[src/rtl/core/tnl_pkg.sv]
// Shared types and constants for the largest-entry tracker.
// Used by tnl_front, tnl_back and top_n_largest_tracker; depends on nothing.
`default_nettype none

package tnl_pkg;

   localparam int MAX_KEEP_DEF = 16;
   localparam int SIZE_WIDTH   = 64;
   localparam int TAG_WIDTH    = 32;
   localparam int KEEP_WIDTH   = 5;
   localparam int RANK_WIDTH   = 4;
   localparam logic [KEEP_WIDTH-1:0] KEEP_RESET = 5'd10;

   // command queue between front and back
   localparam int QUEUE_DEPTH = 2;
   localparam int QPTR_W      = $clog2(QUEUE_DEPTH);
   localparam int QCNT_W      = $clog2(QUEUE_DEPTH + 1);

   localparam logic REQ_OFFER = 1'b0;
   localparam logic REQ_DRAIN = 1'b1;

   typedef struct packed {
      logic                  req_type;
      logic [SIZE_WIDTH-1:0] item_size;
      logic [TAG_WIDTH-1:0]  item_tag;
   } req_item_type;

   typedef struct packed {
      logic                  out_valid;
      logic [SIZE_WIDTH-1:0] entry_size;
      logic [TAG_WIDTH-1:0]  out_tag;
      logic [RANK_WIDTH-1:0] out_rank;
      logic                  out_last;
   } rsp_item_type;

   typedef enum logic {
      BK_RUN,
      BK_DRAIN
   } back_state_type;

endpackage : tnl_pkg

`default_nettype wire

[src/rtl/core/tnl_front.sv]
// Front end of the tracker: takes items on the start/busy handshake and queues them.
// Depends on tnl_pkg.
`default_nettype none

module tnl_front (
   input  wire logic                  clock,
   input  wire logic                  reset,
   input  wire logic                  start,
   input  wire tnl_pkg::req_item_type req_item,
   output logic                       busy,
   output logic                       cmd_valid,
   output tnl_pkg::req_item_type      cmd_item,
   input  wire logic                  cmd_pop
);
   import tnl_pkg::*;

   req_item_type        q_ff [QUEUE_DEPTH];
   logic [QPTR_W-1:0]   wr_ptr_ff, wr_ptr_in;
   logic [QPTR_W-1:0]   rd_ptr_ff, rd_ptr_in;
   logic [QCNT_W-1:0]   count_ff, count_in;
   logic                push;

   assign busy      = (count_ff == QCNT_W'(QUEUE_DEPTH));
   assign push      = start && !busy;
   assign cmd_valid = (count_ff != '0);
   assign cmd_item  = q_ff[rd_ptr_ff];

   always_comb begin
      wr_ptr_in = push    ? wr_ptr_ff + QPTR_W'(1) : wr_ptr_ff;
      rd_ptr_in = cmd_pop ? rd_ptr_ff + QPTR_W'(1) : rd_ptr_ff;
      unique case ({push, cmd_pop})
         2'b10:   count_in = count_ff + QCNT_W'(1);
         2'b01:   count_in = count_ff - QCNT_W'(1);
         default: count_in = count_ff;
      endcase
   end

   always_ff @(posedge clock) begin
      if (reset) begin
         wr_ptr_ff <= '0;
         rd_ptr_ff <= '0;
         count_ff  <= '0;
      end else begin
         wr_ptr_ff <= wr_ptr_in;
         rd_ptr_ff <= rd_ptr_in;
         count_ff  <= count_in;
      end
   end

   always_ff @(posedge clock) begin
      if (push) begin
         q_ff[wr_ptr_ff] <= req_item;
      end
   end

endmodule : tnl_front

`default_nettype wire

[config.mk]
export PLATFORM = sky130hd
export DESIGN_NAME = tnl_front
export DESIGN_NICKNAME = d
export VERILOG_FILES = /design/src/rtl/core/tnl_pkg.sv /design/src/rtl/core/tnl_front.sv
export SDC_FILE = /design/constraint.sdc
export NUM_CORES = 1
export LEC_CHECK = 0
export ABC_AREA = 1
export BUFFER_PORTS_ARGS = -buffer_cell sky130_fd_sc_hd__buf_2
export CAP_MARGIN = 30
export CORE_UTILIZATION = 30
export CTS_BUF_LIST = sky130_fd_sc_hd__clkbuf_2
export DETAILED_ROUTE_END_ITERATION = 7
export RECOVER_POWER = 25
export SYNTH_ARGS = -nofsm -noshare
export SYNTH_HDL_FRONTEND = slang
export SYNTH_SLANG_ARGS = --single-unit
[constraint.sdc]
create_clock -name clock -period 6.75 [get_ports clock]
set_clock_uncertainty 0.15 [all_clocks]
set_input_delay 1.35 -clock clock [delete_from_list [all_inputs] [get_ports clock]]
set_output_delay 1.35 -clock clock [all_outputs]
set_load 0.005 [all_outputs]
==> impl_metrics.py <==
metrics = {
    "die": {
        "coreArea_um2": 23800,
        "dieWidth_um": 159,
        "die_y_um": 159,
        "dieArea_um2": 25100,
        "row_count": 56,
        "initial_utilization_pct": 31.0,
        "num_io_pins": 200,
    },
    "finish": {
        "area_delta_synth_final_pct": 21.5,
        "final_cells": 881,
        "nets": 651,
        "layout_commonest_cell": "edfxtp_1",
        "final_cell_mix": "edfxtp_1, buf_2, mux2_2, mux2_4, clkbuf_1",
        "drive_gt1_share_pct": 55.7,
        "n_antenna_cell": 0,
    },
    "sta": {
        "slew-limit-headroom_pct": 45.1,
        "slew_viol_final": 0,
        "finalHoldViolations": 0,
        "min_period_over_period_pct": 65.4,
        "min_period_ps": 4410,
        "setup_tns_ps": 0,
        "tightest_slew_ps": 823,
        "setup_viol": 0,
        "rsz0062_at_grt": "no",
        "max_freq_mhz": 227,
    },
    "setup_path": {
        "crit_family": "flip-flops",
        "cp.required_ps": 5250,
        "setup.worst_path.class": "flop to primary output",
        "worstPathArrival_ps": 2910,
        "startpoint_type": "flop",
        "slowest_delay_ps": 870,
        "crit_chain": "buf_4 -> mux2_2 -> buf_2",
        "critPathBufInv": 2,
        "cp_slowest_cell": "dfxtp_4",
        "critPathMaxFanout": 50,
        "crit_path_end_kind": "primary output",
    },
    "logic_synthesis": {
        "synth_nets": 440,
        "synth.cell_area_um2": 7350,
        "syn_inst": 338,
        "ys_ff_latch": 199,
        "synth_cell_type_count": 14,
        "ys_warn_count": 0,
        "avgSynthCellArea_um2": 21.8,
        "synth_seq_area_share_pct": 80.6,
    },
    "global_routing": {
        "met3_usage_pct": 4.11,
        "use_met1_pct": 12.9,
        "grt_max_degree": 60,
        "busiest_layer": "met2",
        "grt_overflow_total": 0,
        "grt_pass1_vias": 3924,
        "use_met2_pct": 18.4,
        "grt_use_total_pct": 11.1,
        "grt_pass1_wl_mm": 20.3,
        "antenna_found_initial": 1,
    },
    "drt": {
        "dr.pass1.iters": 4,
        "drcViolationCount": 0,
        "vias": 3729,
        "viasPerCell": 4.23,
        "wl_per_cell_um": 15.8,
        "ant_nets": 0,
        "drtIter0Drc": 152,
        "wl_mm": 13.9,
    },
    "placed_design": {
        "port_buffers": 199,
        "placed_cells": 849,
        "place_congestion": 0.720,
        "dp_hpwl_mm": 9.18,
    },
    "cts": {
        "clk_pin_slew_ps": 290,
        "hold_buffers": 0,
        "tritoncts": "yes",
        "cts_root_buf": "clkbuf_2",
        "post_cts_buffers": 0,
        "htree_levels": 4,
        "clock_latency_ps": 710,
        "cts.sinks": 199,
        "cts_buffer_depth": 2,
        "cts_buffers": 17,
        "post_cts_resize_count": 0,
    },
    "power_and_ir_drop": {
        "ir_drop_mv": 0.126,
        "p_leak_uw": 0.00332,
        "p_per_area_nw_per_um2": 269,
    },
    "worst_hold_path": {
        "hold_path_class": "flop to flop",
    },
    "run_status": {
        "outcome": "completed",
    },
    "job": {
        "cap_violations": 0,
    },
}
==> tightest hold or removal path: stages (launching register included) <==
cell,delay [ps]
dfxtp_1,400
nor2_1,110
nor2_1,50
==> synthesized netlist by cell type, drive strengths merged <==
| library cell | count | area share [%] |
|---|---|---|
| edfxtp | 194 | 79 |
| mux2 | 97 | 16 |
| buf | 11 | 1.2 |
| nor2 | 11 | 0.56 |
| inv | 8 | 0.41 |
| nand2 | 7 | 0.36 |
| dfxtp | 5 | 1.4 |
| a21oi | 1 | 0.068 |
| ha | 1 | 0.17 |
| nand4 | 1 | 0.085 |
| o21ai | 1 | 0.068 |
| xnor2 | 1 | 0.12 |
==> logic make-up after synthesis <==
kind of cell / synth area share (%)
DFF: 80.6
AOI/OAI and AO/OA: 0.136
adders and majority gates: 0.170
muxes: 16.4
and+or+nand+nor: 1.00
buffers and inverters: 1.58
xor gates and xnor gates: 0.119
==> power by group <==
| group | internal [uW] | switching, uW |
|---|---|---|
| Clock | 184 | 414 |
| Sequential | 1460 | 34.1 |
| Combinational | 157 | 147 |
==> through the flow <==
| stage | hold slack, ps | setup WS [ps] | cell area, um2 | util, % | power (uW) |
|---|---|---|---|---|---|
| after floorplan | 326 | 406 | 7350 | - | 1700 |
| after global placement | 340 | 3120 | 8700 | 36.6 | 1830 |
| after detailed placement | 361 | 3060 | 8700 | 36.6 | 1840 |
| after CTS | 410 | 2130 | 8960 | 37.7 | 2450 |
| after global routing | 424 | 2070 | 8930 | 37.6 | 2520 |
| final | 405 | 2340 | 8930 | 37.6 | 2400 |
==> sequential cells by signal, summed over array words and instances (netlist names), named ones only <==
name,flops
q_ff,194
wr_ptr_ff,1
count_ff,2
rd_ptr_ff,1
==> worst paths after layout <==
| path | startpoint | end | slack, ps | cells past startpoint |
|---|---|---|---|---|
| setup reg to reg | count_ff[0] | q_ff[1][75] | 4240 | 5 |
| hold / removal | wr_ptr_ff | wr_ptr_ff | 410 | 2 |
| setup / recovery | flop | cmd_item[86] | 2340 | 3 |
| hold reg to reg | wr_ptr_ff | wr_ptr_ff | 410 | 2 |
==> layout make-up <==
class                           count  area [um2]
Clock buffer                       18        90.1
Clock inverter                     14         163
Fill cell                        2256       14800
Inverter                            8        32.5
Multi-Input combinational cell    120        1320
Sequential cell                   199        5930
Tap cell                          319         399
Timing Repair Buffer              203        1000
==> layer usage <==
layer / up-vias / wire, um
met5: - / 0
met4: 0 / 180
met3: 11 / 1060
met2: 136 / 6780
met1: 1846 / 5930
li1: 1736 / -
Note: power is estimated with default switching activity, not from simulation.
