`src/rtl/core/tnl_pkg.sv`:
```
// Shared types and constants for the largest-entry tracker.
// Used by tnl_front, tnl_back and top_n_largest_tracker; depends on nothing.
`default_nettype none

package tnl_pkg;

   localparam int MAX_KEEP_DEF = 16;
   localparam int SIZE_WIDTH   = 64;
   localparam int TAG_WIDTH    = 32;
   localparam int KEEP_WIDTH   = 5;
   localparam int RANK_WIDTH   = 4;
   localparam logic [KEEP_WIDTH-1:0] KEEP_RESET = 5'd10;

   // command queue between front and back
   localparam int QUEUE_DEPTH = 2;
   localparam int QPTR_W      = $clog2(QUEUE_DEPTH);
   localparam int QCNT_W      = $clog2(QUEUE_DEPTH + 1);

   localparam logic REQ_OFFER = 1'b0;
   localparam logic REQ_DRAIN = 1'b1;

   typedef struct packed {
      logic                  req_type;
      logic [SIZE_WIDTH-1:0] item_size;
      logic [TAG_WIDTH-1:0]  item_tag;
   } req_item_type;

   typedef struct packed {
      logic                  out_valid;
      logic [SIZE_WIDTH-1:0] entry_size;
      logic [TAG_WIDTH-1:0]  out_tag;
      logic [RANK_WIDTH-1:0] out_rank;
      logic                  out_last;
   } rsp_item_type;

   typedef enum logic {
      BK_RUN,
      BK_DRAIN
   } back_state_type;

endpackage : tnl_pkg

`default_nettype wire

```
`src/rtl/core/tnl_back.sv`:
```
// Back end of the tracker: sorted chain of compare-and-shift cells, drain sequencer,
// keep_count register and registered result port. Depends on tnl_pkg.
`default_nettype none

module tnl_back #(
   parameter int MAX_KEEP = tnl_pkg::MAX_KEEP_DEF
) (
   input  wire logic                              clock,
   input  wire logic                              reset,
   input  wire logic                              cmd_valid,
   input  wire tnl_pkg::req_item_type             cmd_item,
   output logic                                   cmd_pop,
   input  wire logic                              csr_we,
   input  wire logic [tnl_pkg::KEEP_WIDTH-1:0]    csr_wdata,
   output logic                                   rsp_strobe,
   output tnl_pkg::rsp_item_type                  rsp_item
);
   import tnl_pkg::*;

   localparam int FILL_W = $clog2(MAX_KEEP + 1);
   localparam int IDX_W  = (MAX_KEEP > 1) ? $clog2(MAX_KEEP) : 1;

   logic [SIZE_WIDTH-1:0] slot_size_ff [MAX_KEEP];
   logic [SIZE_WIDTH-1:0] slot_size_in [MAX_KEEP];
   logic [TAG_WIDTH-1:0]  slot_tag_ff  [MAX_KEEP];
   logic [TAG_WIDTH-1:0]  slot_tag_in  [MAX_KEEP];

   back_state_type        state_ff, state_in;
   logic [FILL_W-1:0]     fill_ff, fill_in;
   logic [KEEP_WIDTH-1:0] keep_ff, keep_in;
   logic [RANK_WIDTH-1:0] rank_ff, rank_in;
   logic                  rsp_strobe_ff, rsp_strobe_in;
   rsp_item_type          rsp_item_ff, rsp_item_in;

   logic [FILL_W-1:0]     lim, lim_m1, csr_lim, n_eff;
   logic                  room, insert;
   logic [MAX_KEEP-1:0]   lt, take;

   // saturate the register into 1..MAX_KEEP
   function automatic logic [FILL_W-1:0] clamp_keep(input logic [KEEP_WIDTH-1:0] k);
      logic [FILL_W-1:0] r;
      if (k == '0) begin
         r = FILL_W'(1);
      end else if (int'(k) > MAX_KEEP) begin
         r = FILL_W'(MAX_KEEP);
      end else begin
         r = FILL_W'(k);
      end
      return r;
   endfunction

   assign rsp_strobe = rsp_strobe_ff;
   assign rsp_item   = rsp_item_ff;

   always_comb begin
      lim     = clamp_keep(keep_ff);
      lim_m1  = lim - FILL_W'(1);
      csr_lim = clamp_keep(csr_wdata);
      room    = (fill_ff < lim);
      n_eff   = room ? fill_ff : lim_m1;
      for (int i = 0; i < MAX_KEEP; i++) begin
         lt[i]   = (slot_size_ff[i] < cmd_item.item_size);
         // first cell whose entry is smaller takes the new item; ties go after
         take[i] = (FILL_W'(i) < n_eff) ? lt[i] : 1'b1;
      end
      insert = room || lt[lim_m1[IDX_W-1:0]];
   end

   always_comb begin
      state_in      = state_ff;
      fill_in       = fill_ff;
      keep_in       = keep_ff;
      rank_in       = rank_ff;
      rsp_strobe_in = 1'b0;
      rsp_item_in   = rsp_item_ff;
      cmd_pop       = 1'b0;
      slot_size_in  = slot_size_ff;
      slot_tag_in   = slot_tag_ff;

      unique case (state_ff)
         BK_RUN: begin
            if (cmd_valid) begin
               cmd_pop = 1'b1;
               if (cmd_item.req_type == REQ_DRAIN) begin
                  if (fill_ff == '0) begin
                     rsp_strobe_in         = 1'b1;
                     rsp_item_in           = '0;
                     rsp_item_in.out_last  = 1'b1;
                  end else begin
                     rank_in  = '0;
                     state_in = BK_DRAIN;
                  end
               end else if (insert) begin
                  if (take[0]) begin
                     slot_size_in[0] = cmd_item.item_size;
                     slot_tag_in[0]  = cmd_item.item_tag;
                  end
                  for (int i = 1; i < MAX_KEEP; i++) begin
                     if (take[i-1]) begin
                        slot_size_in[i] = slot_size_ff[i-1];
                        slot_tag_in[i]  = slot_tag_ff[i-1];
                     end else if (take[i]) begin
                        slot_size_in[i] = cmd_item.item_size;
                        slot_tag_in[i]  = cmd_item.item_tag;
                     end
                  end
                  if (room) begin
                     fill_in = fill_ff + FILL_W'(1);
                  end
               end
            end
         end
         BK_DRAIN: begin
            // emit the head cell and advance the chain towards it
            rsp_strobe_in          = 1'b1;
            rsp_item_in.out_valid  = 1'b1;
            rsp_item_in.entry_size = slot_size_ff[0];
            rsp_item_in.out_tag    = slot_tag_ff[0];
            rsp_item_in.out_rank   = rank_ff;
            rsp_item_in.out_last   = (fill_ff == FILL_W'(1));
            for (int i = 0; i < MAX_KEEP - 1; i++) begin
               slot_size_in[i] = slot_size_ff[i+1];
               slot_tag_in[i]  = slot_tag_ff[i+1];
            end
            fill_in = fill_ff - FILL_W'(1);
            rank_in = rank_ff + RANK_WIDTH'(1);
            if (fill_ff == FILL_W'(1)) begin
               state_in = BK_RUN;
            end
         end
         default: begin
            state_in = BK_RUN;
         end
      endcase

      // shrinking the limit drops the smallest entries at once
      if (csr_we) begin
         keep_in = csr_wdata;
         if (fill_ff > csr_lim) begin
            fill_in = csr_lim;
         end
      end
   end

   always_ff @(posedge clock) begin
      if (reset) begin
         state_ff      <= BK_RUN;
         fill_ff       <= '0;
         keep_ff       <= KEEP_RESET;
         rank_ff       <= '0;
         rsp_strobe_ff <= 1'b0;
      end else begin
         state_ff      <= state_in;
         fill_ff       <= fill_in;
         keep_ff       <= keep_in;
         rank_ff       <= rank_in;
         rsp_strobe_ff <= rsp_strobe_in;
      end
   end

   always_ff @(posedge clock) begin
      rsp_item_ff  <= rsp_item_in;
      slot_size_ff <= slot_size_in;
      slot_tag_ff  <= slot_tag_in;
   end

endmodule : tnl_back

`default_nettype wire

```
`config.mk`:
```
export PLATFORM = sky130hd
export DESIGN_NAME = tnl_back
export DESIGN_NICKNAME = d
export VERILOG_FILES = /design/src/rtl/core/tnl_pkg.sv /design/src/rtl/core/tnl_back.sv
export SDC_FILE = /design/constraint.sdc
export NUM_CORES = 2
export LEC_CHECK = 0
export ABC_AREA = 1
export BUFFER_PORTS_ARGS = -buffer_cell sky130_fd_sc_hd__clkbuf_2
export CORE_MARGIN = 4
export CORE_UTILIZATION = 50
export CTS_CLUSTER_DIAMETER = 50
export DETAILED_ROUTE_END_ITERATION = 7
export GPL_TIMING_DRIVEN = 0
export HOLD_SLACK_MARGIN = 0.08
export MAX_ROUTING_LAYER = met4
export PLACE_DENSITY = 0.74
export SLEW_MARGIN = 20
export SYNTH_ARGS = -nofsm -noshare
export SYNTH_HDL_FRONTEND = slang
export SYNTH_SLANG_ARGS = --single-unit
```
`constraint.sdc`:
```
create_clock -name clock -period 10.8 [get_ports clock]
set_clock_uncertainty 0.1 [all_clocks]
set_input_delay 2.16 -clock clock [delete_from_list [all_inputs] [get_ports clock]]
set_output_delay 2.16 -clock clock [all_outputs]
set_load 0.01 [all_outputs]
```
==> impl_metrics.json <==
{
  "clk-insertion-delay-late_ns": 0.93,
  "reg2regPathDepth": 20,
  "fmaxAchievable_mhz": 119.9,
  "synthesis.area_per_instance_um2": 7.915,
  "power_leakage_nw": 56.83,
  "hold_end": "rsp_item[101]$_DFFE_PP_",
  "cts_num_sinks": 1654,
  "crit_family": "buffers and inverters",
  "yosysTopAreaCell": "edfxtp_1",
  "initial_core_util_pct": 50.50,
  "floorplan.die.width_um": 477.3,
  "die_y_um": 477.3,
  "finish.net_count": 15584,
  "routed-via-count": 107662,
  "mappedNetlistNets": 15040,
  "final.period_utilization_pct": 77.19,
  "post-synth-top-count-cell": "nand2_1",
  "synth.cells.most_frequent": "5730 x nand2_1, 1819 x a21oi_1, 1638 x edfxtp_1, 1057 x o21ai_0, 1023 x ha_1",
  "placement.setup.worst_slack_ns": 1.920,
  "drt_wl_total_mm": 463.4,
  "finalSetupViolCount": 0,
  "slew_viol_final": 0,
  "numPortBuffers": 207,
  "cap_viol_max_count": 0,
  "number_of_global_route_vias_before_repair": 97950,
  "endpoint_kind": "flop",
  "synth_seq_cells": 1654,
  "cts_resized": 0,
  "detail-route-antenna-nets": 0,
  "grt_max_degree": 65,
  "timing.critical_path.mode_cell": "nand3_1",
  "crit_path_max_fanout": 64,
  "startpoint_type": "primary input",
  "type_of_the_setup_path_with_the_least_slack": "in2reg",
  "initialDrtViolationCount": 16160,
  "tritoncts": "yes",
  "reg2reg_setup_slack_ns": 4.46,
  "placed_cells": 17083,
  "ys_async_sr_fraction_pct": 0,
  "floorplan.die_area_mm2": 0.2278,
  "cp.required_ns": 11.22,
  "power.density_cell_area_mw_per_mm2": 314.2,
  "critPathSlowestCell": "nor4_1",
  "cts_hold_buf": 0,
  "clock_tree.htree_level_count": 4,
  "clk_path_buf_depth": 3,
  "post-synth-top-area-fraction_pct": 44.68,
  "drt_pre_antenna_iters": 7,
  "synth_cells": 13911,
  "post_synth_num_cell_types": 52,
  "synth_seq_area_share_pct": 44.97,
  "vdd_ir_drop_max_uv": 397.8,
  "synth_enable_flop_cells": 1638,
  "clock_edge_transition_at_the_registers_on_the_reported_setup_and_hold_paths_ns": 0.06,
  "areaGrowthSynthToFinish_pct": 14.06,
  "tmin_final_ns": 8.337,
  "max_slew.worst_pin.slew_ns": 1.360,
  "dp_hpwl_mm": 353.8,
  "cp_slowest_stage_delay_ns": 0.91,
  "path_buf_inv": 9,
  "netlist_area_mm2": 0.1101,
  "synth-main-ff-cell": "edfxtp_1",
  "data_arrival_time_of_the_worst_path_ns": 8.76,
  "grt_first_pass_wirelength_mm": 656.9,
  "instances_no_fill": 17623,
  "core_mm2": 0.2180,
  "finalHoldViolCount": 0,
  "ios": 210,
  "timing.final.ws_setup_ns": 2.463,
  "outcome": "finished, final reports clean",
  "crit_chain": "clkbuf_2 -> inv_1 -> clkbuf_2 -> ha_1 -> nand2_1 -> inv_1 -> o21ai_0 -> a21oi_1 -> nor4_1 -> nand2_1 -> nor2_1 -> nand2_1 -> nand2_1 -> nand3_1 -> nand3_1 -> nand3_1 -> nand3_1 -> buf_2 -> buf_2 -> buf_2 -> nand3_1 -> inv_8 -> buf_16",
  "post_cts.repair.setup_buffers": 0,
  "fin_setup_tns_ns": 0,
  "post-route-drc-count": 0,
  "rr_startpoint": "slot_size_ff[121]$_DFFE_PP_",
  "grt_antenna_before_repair": 52,
  "timing.hold.worst.start": "state_ff$_SDFF_PP0_",
  "hold_depth": 0,
  "synth-warning-count": 0,
  "critical_path.reg2reg.endpoint": "slot_size_ff[20]$_DFFE_PP_",
  "max_slew_margin_pct": 9.305,
  "route.detailed.wl_per_inst_um": 26.30,
  "tritoncts_buffers": 223,
  "gp_congestion": 1.054,
  "overall_track_demand_over_capacity_in_global_routing_pct": 40.28,
  "grt_overflow_total": 0,
  "avgViaCountPerCell": 6.109,
  "timing.hold.worst.class": "reg2reg",
  "fill_cells": 19952,
  "cts_root_buf": "clkbuf_16",
  "setup_repair_after_global_routing_missed_its_margin": "no",
  "layout-drive-gt1-share_pct": 8.432,
  "post_synth_main_area_contributors": "edfxtp_1 45%, nand2_1 20%, ha_1 12%",
  "fp-row-count": 171
}
==> placed cells by master, fill, tap and decap left out, types with 281 or more instances in the layout <==
master / synthesis / routed
nand2_1: 5730 / 5729
a21oi_1: 1819 / 1819
edfxtp_1: 1638 / 1638
o21ai_0: 1057 / 1056
ha_1: 1023 / 1023
nor2_1: 559 / 544
inv_1: 442 / 441
clkbuf_1: 517 / 438
clkbuf_2: 0 / 308
buf_2: 310 / 306
o21ai_1: 280 / 281
==> through the flow <==
step / power [mW] / hold slack (ns) / cell area [µm²] / util [%]
floorplan: 22.56 / 0.3064 / 110100 / -
global placement: 29.97 / 0.3196 / 114700 / 52.61
detailed placement: 30.52 / 0.3403 / 117600 / 53.92
CTS: 38.32 / 0.3546 / 125200 / 57.45
global route: 40.96 / 0.3712 / 125500 / 57.58
finish: 39.45 / 0.3554 / 125600 / 57.60
==> worst register-to-register path: cells and delay by family, from the launching register on <==
family | cells | cell delay [ns]
adders and majority gates | 1 | 0.32
DFF | 1 | 0.43
buffers and inverters | 6 | 2.00
AOI/OAI and AO/OA | 2 | 0.27
and+or+nand+nor | 11 | 2.63
==> per-layer routing <==
layer / wire length, µm / vias to the layer above / global-route usage, %
li1: - / 48590 / -
met1: 166900 / 50075 / 49.38
met2: 187000 / 7535 / 54.81
met3: 69820 / 1462 / 14.16
met4: 39660 / 0 / 28.99
met5: 0 / - / -
==> state kept, by name, indices dropped and copies added (netlist names) <==
signal,cells
fill_ff,5
keep_ff,5
slot_size_ff,1024
rsp_strobe,1
rsp_item,102
state_ff,1
rank_ff,4
slot_tag_ff,512
==> how the worst max path moves through the flow <==
stage,startpoint,cells past startpoint,end,slack (ns)
4_1_cts,cmd_item[89],18,slot_size_ff[95]$_DFFE_PP_,2.84
3_5_place_dp,cmd_item[89],18,slot_size_ff[85]$_DFFE_PP_,1.92
6_report,cmd_item[89],23,slot_size_ff[20]$_DFFE_PP_,2.46
5_1_grt,cmd_item[89],23,slot_size_ff[21]$_DFFE_PP_,2.58
3_3_place_gp,cmd_item[89],16,slot_size_ff[85]$_DFFE_PP_,-6.64
2_1_floorplan,cmd_item[57],22,slot_size_ff[1000]$_DFFE_PP_,1.41
==> where the power goes <==
group          leakage [nW]  internal, mW  total (mW)  switching (mW)
logic                  37.0          4.91        18.8            13.9
registers              16.0          10.8        12.9            2.04
clock network          3.74          4.56        7.84            3.27
==> layout make-up <==
class / instances / area (µm²) / area share, %
diodes: 122 / 305.3 / 0.2431
plain buffers: 910 / 4214 / 3.356
clock buffers: 248 / 5725 / 4.559
clock inverters: 169 / 1962 / 1.562
inverters: 466 / 1759 / 1.401
multi-input cells: 10881 / 54890 / 43.71
flip-flops and latches: 1654 / 49510 / 39.42
well taps: 2854 / 3571 / 2.844
repair buffers: 319 / 3642 / 2.900
==> kinds of logic after synthesis <==
logic type	synth area share (%)
buffers and inverters	5.295
and+or+nand+nor	22.95
DFF	44.97
adders and majority gates	11.63
xor gates and xnor gates	0.01591
AOI/OAI and AO/OA	15.15
Note: power is estimated with default switching activity, not from simulation.
